==> config.mk <==
export PLATFORM = sky130hd
export DESIGN_NAME = kmsm_desc
export DESIGN_NICKNAME = d
export VERILOG_FILES = /design/src/rtl/kmsm_pkg.sv /design/src/rtl/kmsm_desc.sv
export SDC_FILE = /design/constraint.sdc
export NUM_CORES = 2
export LEC_CHECK = 0
export BUFFER_PORTS_ARGS = -buffer_cell sky130_fd_sc_hd__buf_4
export CAP_MARGIN = 15
export CORE_UTILIZATION = 40
export DETAILED_ROUTE_END_ITERATION = 10
export GPL_TIMING_DRIVEN = 0
export REMOVE_ABC_BUFFERS = 1
export SETUP_SLACK_MARGIN = 0.15
export SYNTH_ARGS = -nofsm -noshare
export SYNTH_HDL_FRONTEND = slang
export SYNTH_SLANG_ARGS = --single-unit
==> constraint.sdc <==
create_clock -name clock -period 8.4 [get_ports clock]
set_clock_uncertainty 0.1 [all_clocks]
set_input_delay 0.84 -clock clock [delete_from_list [all_inputs] [get_ports clock]]
set_output_delay 0.84 -clock clock [all_outputs]
set_load 0.01 [all_outputs]
==> src/rtl/kmsm_pkg.sv <==
// shared constants, codes and types of the keyed multi-stack manager
`timescale 1ns / 1ps

package kmsm_pkg;

   // table size
   localparam int NUM_STACKS  = 10;
   localparam int STACK_DEPTH = 64;

   // item field widths
   localparam int CMD_W    = 2;
   localparam int KEY_W    = 32;
   localparam int CAP_W    = 7;
   localparam int IDX_W    = 4;
   localparam int WORD_W   = 32;
   localparam int STATUS_W = 3;
   localparam int DEPTH_W  = 7;

   // derived widths
   localparam int SLOT_W      = (NUM_STACKS > 1) ? $clog2(NUM_STACKS) : 1;
   localparam int OFS_W       = (STACK_DEPTH > 1) ? $clog2(STACK_DEPTH) : 1;
   localparam int WORDS       = NUM_STACKS * STACK_DEPTH;
   localparam int WORD_ADDR_W = (WORDS > 1) ? $clog2(WORDS) : 1;

   typedef enum logic [CMD_W-1:0] {
      CMD_GET    = 2'd0,
      CMD_PUSH   = 2'd1,
      CMD_POP    = 2'd2,
      CMD_REMOVE = 2'd3
   } cmd_type;

   typedef enum logic [STATUS_W-1:0] {
      STAT_OK        = 3'd0,
      STAT_FULL      = 3'd1,
      STAT_EMPTY     = 3'd2,
      STAT_NO_FREE   = 3'd3,
      STAT_BAD_INDEX = 3'd4
   } status_type;

   typedef enum logic {
      ST_IDLE = 1'b0,
      ST_READ = 1'b1
   } state_type;

   // decision of the descriptor table for the item at the input
   typedef struct packed {
      logic [IDX_W-1:0]       result_index;
      status_type             status;
      logic [DEPTH_W-1:0]     depth_after;
      logic                   mem_we;
      logic                   pop_ok;
      logic [WORD_ADDR_W-1:0] mem_addr;
   } desc_op_type;

endpackage

==> src/rtl/kmsm_desc.sv <==
// descriptor table: key search, slot claim and per-slot count bookkeeping
`timescale 1ns / 1ps

module kmsm_desc import kmsm_pkg::*; (
   input  logic               clock,
   input  logic               reset,
   input  logic               fire,
   input  cmd_type            command,
   input  logic [KEY_W-1:0]   stack_key,
   input  logic [CAP_W-1:0]   requested_capacity,
   input  logic [IDX_W-1:0]   stack_index,
   output desc_op_type        op
);

   logic               used_ff [NUM_STACKS];
   logic [KEY_W-1:0]   key_ff  [NUM_STACKS];
   logic [CAP_W-1:0]   cap_ff  [NUM_STACKS];
   logic [DEPTH_W-1:0] cnt_ff  [NUM_STACKS];

   logic               used_in [NUM_STACKS];
   logic [KEY_W-1:0]   key_in  [NUM_STACKS];
   logic [CAP_W-1:0]   cap_in  [NUM_STACKS];
   logic [DEPTH_W-1:0] cnt_in  [NUM_STACKS];

   logic               hit_found;
   logic [SLOT_W-1:0]  hit_slot;
   logic               free_found;
   logic [SLOT_W-1:0]  free_slot;
   logic               in_range;
   logic [SLOT_W-1:0]  slot;
   logic               sel_ok;
   logic [DEPTH_W-1:0] cnt;
   logic               full;
   logic               empty;
   logic [CAP_W-1:0]   cap_clamped;
   logic [OFS_W-1:0]   ofs;

   // lowest matching used slot and lowest free slot, searched in parallel
   always_comb begin
      hit_found  = 1'b0;
      hit_slot   = '0;
      free_found = 1'b0;
      free_slot  = '0;
      for (int i = NUM_STACKS - 1; i >= 0; i--) begin
         if (used_ff[i] && key_ff[i] == stack_key) begin
            hit_found = 1'b1;
            hit_slot  = SLOT_W'(i);
         end
         if (!used_ff[i]) begin
            free_found = 1'b1;
            free_slot  = SLOT_W'(i);
         end
      end
   end

   // addressed slot lookup
   assign in_range    = int'(stack_index) < NUM_STACKS;
   assign slot        = stack_index[SLOT_W-1:0];
   assign sel_ok      = in_range && used_ff[slot];
   assign cnt         = cnt_ff[slot];
   assign full        = (cnt >= DEPTH_W'(cap_ff[slot])) || (cnt >= DEPTH_W'(STACK_DEPTH));
   assign empty       = (cnt == '0);
   assign cap_clamped = (requested_capacity > CAP_W'(STACK_DEPTH)) ?
                        CAP_W'(STACK_DEPTH) : requested_capacity;
   assign ofs         = (command == CMD_POP) ? OFS_W'(cnt - DEPTH_W'(1)) : OFS_W'(cnt);

   // result fields and word memory access
   always_comb begin
      op.result_index = stack_index;
      op.status       = STAT_OK;
      op.depth_after  = '0;
      op.mem_we       = 1'b0;
      op.pop_ok       = 1'b0;
      op.mem_addr     = WORD_ADDR_W'(slot) * WORD_ADDR_W'(STACK_DEPTH) + WORD_ADDR_W'(ofs);
      unique case (command)
         CMD_GET: begin
            if (hit_found) begin
               op.result_index = IDX_W'(hit_slot);
               op.depth_after  = cnt_ff[hit_slot];
            end else if (free_found) begin
               op.result_index = IDX_W'(free_slot);
            end else begin
               op.result_index = '0;
               op.status       = STAT_NO_FREE;
            end
         end
         CMD_PUSH: begin
            if (!sel_ok) begin
               op.status = STAT_BAD_INDEX;
            end else if (full) begin
               op.status      = STAT_FULL;
               op.depth_after = cnt;
            end else begin
               op.depth_after = cnt + DEPTH_W'(1);
               op.mem_we      = 1'b1;
            end
         end
         CMD_POP: begin
            if (!sel_ok) begin
               op.status = STAT_BAD_INDEX;
            end else if (empty) begin
               op.status = STAT_EMPTY;
            end else begin
               op.depth_after = cnt - DEPTH_W'(1);
               op.pop_ok      = 1'b1;
            end
         end
         CMD_REMOVE: begin
            if (!sel_ok) begin
               op.status = STAT_BAD_INDEX;
            end
         end
         default: begin
            op.status = STAT_BAD_INDEX;
         end
      endcase
   end

   // next descriptor values, one slot touched per item
   always_comb begin
      for (int i = 0; i < NUM_STACKS; i++) begin
         used_in[i] = used_ff[i];
         key_in[i]  = key_ff[i];
         cap_in[i]  = cap_ff[i];
         cnt_in[i]  = cnt_ff[i];
         if (fire) begin
            if (command == CMD_GET && !hit_found && free_found &&
                free_slot == SLOT_W'(i)) begin
               used_in[i] = 1'b1;
               key_in[i]  = stack_key;
               cap_in[i]  = cap_clamped;
               cnt_in[i]  = '0;
            end
            if (sel_ok && slot == SLOT_W'(i)) begin
               if (command == CMD_PUSH && !full) begin
                  cnt_in[i] = cnt + DEPTH_W'(1);
               end
               if (command == CMD_POP && !empty) begin
                  cnt_in[i] = cnt - DEPTH_W'(1);
               end
               if (command == CMD_REMOVE) begin
                  used_in[i] = 1'b0;
                  key_in[i]  = '0;
                  cap_in[i]  = '0;
                  cnt_in[i]  = '0;
               end
            end
         end
      end
   end

   // slot allocation flags
   always_ff @(posedge clock) begin
      if (reset) begin
         for (int i = 0; i < NUM_STACKS; i++) begin
            used_ff[i] <= 1'b0;
         end
      end else begin
         used_ff <= used_in;
      end
   end

   // descriptor payload
   always_ff @(posedge clock) begin
      key_ff <= key_in;
      cap_ff <= cap_in;
      cnt_ff <= cnt_in;
   end

endmodule
==> run metrics <==
vias in the first global route=22300; WL final=92.0 mm; overall routing resource usage=24.5%; IO Count=74; Core Area=71500 um2; Clk Latency, worst-skew pair=0.62 ns; synthesized cell area=28900 um2; routed vias=23300; cell area after layout=31800 um2; die width=271 um; fmax=130 MHz; clk slew on worst S/H paths=0.06 ns; period utilization=91.4%; Area contributors post-synth=edfxtp_1, nand2_1, a21oi_1; Worst EP arrival=6.73 ns; largest net degree at the start of global routing=127; CTS buffer count=53; failing checks=DRC; port buffer count=73; cell area power density=185 nW/um2; Placed Instance Area=30100 um2; TritonCTS clock tree=done; first-pass GRT wire length=138 mm; combinational power share=12.9%; synth warn=0; Peak VDD IR=0.154 mV; Crit. End Element=output port; relative slew slack=20.2%; CTS Root Cell=clkbuf_16; drt first-iter violations=2386; H-tree depth=2; Setup Fix Bufs, Post-CTS=0; Post-Synthesis Cells=3072; DPL Wire Length=58.8 mm; Hold Slack=0.432 ns; CP max stage delay=0.94 ns; CP Max Fanout=46; PostCTS Resize Cnt=0; Worst Setup Start Kind=input pin; Clock Sinks=470; Yosys reg bits=470; most frequent cell after synthesis=nand2_1; power share of the clock group=39.1%; switching share of power=26.7%; Slew @ Worst Pin=1.19 ns; outcome=complete, but fails checks; DIE HEIGHT=271 um; WS Path Type=in -> out; sequential cell area fraction in the yosys report=48.6%; initial antenna violation count=0; CP required=7.46 ns; Die Area=73200 um2; share of cells above drive strength 1=8.88%; Commonest cells post-synth=nand2_1, a21oi_1, edfxtp_1; sw power=0.00157 W; n_diodes=0; critical path buffer and inverter count=3; clk buf depth=3; EDFF count, synth=460; RSZ-0062 raised after global routing=false; cts hold-fix bufs=0; MaxCap Viol Count=0; Synth Area per Inst=9.39 um2; DR DRC count=1; gp weighted congestion=0.932; vias per cell=5.86; critical path, cell by cell=buf_4 -> nand2b_1 -> nor2_1 -> a22oi_1 -> o21ai_1 -> inv_1 -> ha_1 -> nand2b_1 -> a21o_1 -> a21o_1 -> a211oi_1 -> o31ai_1 -> nor2_1 -> nand2_1 -> xor2_1 -> o21ai_0 -> or3_1 -> buf_4; endpoints failing setup=0; Yosys cell types=78; Fillers=6758; Slew Viols, Final=0; Power Total=0.00588 W; Yosys top cell by area=edfxtp_1; HP Class=in -> reg; Pint=0.00431 W; Final min period=7.67 ns; final hold viol count=0; Congestion Overflow GR=0; Leakage=11.6 nW; fin nets=3048; Rows=98; top cell type's share of synthesized area=47.9%; share of power burned in registers=48.1%; wire length per cell=23.1 um; P&R area growth vs syn=10.2%; starting density of the core=40.4%; Async SR Flop Fraction=0%; DRT antenna net count=0; first-pass iteration count of the detailed router=11; slowest CP cell=nor2_1; cell family with the largest share of critical-path delay=simple AND/OR/NAND/NOR gates; most used flip-flop cell after synthesis=edfxtp_1
## stage by stage
stage	std cells	utilization [%]	TNS [ns]	setup WS (ns)
finish	3980	44.5	0	0.726
global route	3980	44.5	0	0.294
CTS	3979	44.5	0	0.752
detailed placement	3885	42.2	0	0.737
global placement	3847	41.1	-14.52	-0.599
floorplan	2824	-	0	2.80
## flip-flops by register name (all words and copies together) (netlist names)
register / count
cap_ff: 70
cnt_ff: 70
used_ff: 10
key_ff: 320
## kinds of logic after synthesis
group                    count (synthesis)  synth area share (%)
flip-flops                             470                  48.6
AO/OA/AOI/OAI                          647                  12.2
buffers and inverters                  273                  4.44
XOR/XNOR                               327                  9.95
adder cells (fa/ha/maj)                  9                 0.390
multiplexers                           110                  5.14
AND/OR/NAND/NOR                       1236                  19.3
## layout make-up
class	instances	area (um2)	area share [%]
Sequential cell	470	14000	44.0
Multi-Input combinational cell	2329	13700	43.0
Clock buffer	69	1410	4.42
Tap cell	950	1190	3.74
Timing Repair Buffer	112	1170	3.68
Clock inverter	25	249	0.783
Inverter	25	93.8	0.295
## placed cells by master, fill, tap and decap left out, types with 7 or more instances in the layout
cell,count
nand4b_1,9
or4_1,14
nor3_1,26
o22ai_1,8
clkinv_1,10
nor2_1,107
a21oi_1,525
o21ai_0,28
nand2_1,781
ha_1,9
inv_1,24
o211ai_1,8
dfxtp_1,10
buf_12,15
nor2b_1,10
edfxtp_1,460
xor2_1,241
nor4_1,105
a211oi_1,13
or3_1,9
clkbuf_16,54
nor3_2,7
nand3_1,32
nand2b_1,22
buf_6,8
mux4_2,30
mux2i_1,75
buf_4,81
a221oi_1,9
xnor2_1,85
clkbuf_1,15
nand4_1,47
## routing by layer
| layer | routed length, um | track usage, % | up-vias |
|---|---|---|---|
| met5 | 0 | 0 | - |
| met4 | 3320 | 8.68 | 0 |
| met3 | 6850 | 3.23 | 167 |
| met2 | 43100 | 39.6 | 994 |
| met1 | 38800 | 33.7 | 11400 |
| li1 | - | - | 10800 |
## final timing paths
path | startpoint | endpoint | slack [ns] | depth (start not counted)
hold / removal | reset | used_ff[7] | 0.43 | 2
setup / recovery | stack_index[0] | op[17] | 0.73 | 18
setup reg to reg | cnt_ff[14] | cnt_ff[16] | 2.60 | 16
hold reg to reg | cap_ff[48] | cap_ff[48] | 0.51 | 2
## power by group through the flow
stage          logic (W)  registers [W]  clock network, W
2_1_floorplan   0.000421        0.00285                 0
3_3_place_gp    0.000719        0.00289                 0
4_1_cts         0.000750        0.00283           0.00233
3_5_place_dp    0.000747        0.00287                 0
5_1_grt         0.000819        0.00284           0.00242
6_report        0.000756        0.00283           0.00230
Note: power is estimated with default switching activity, not from simulation.
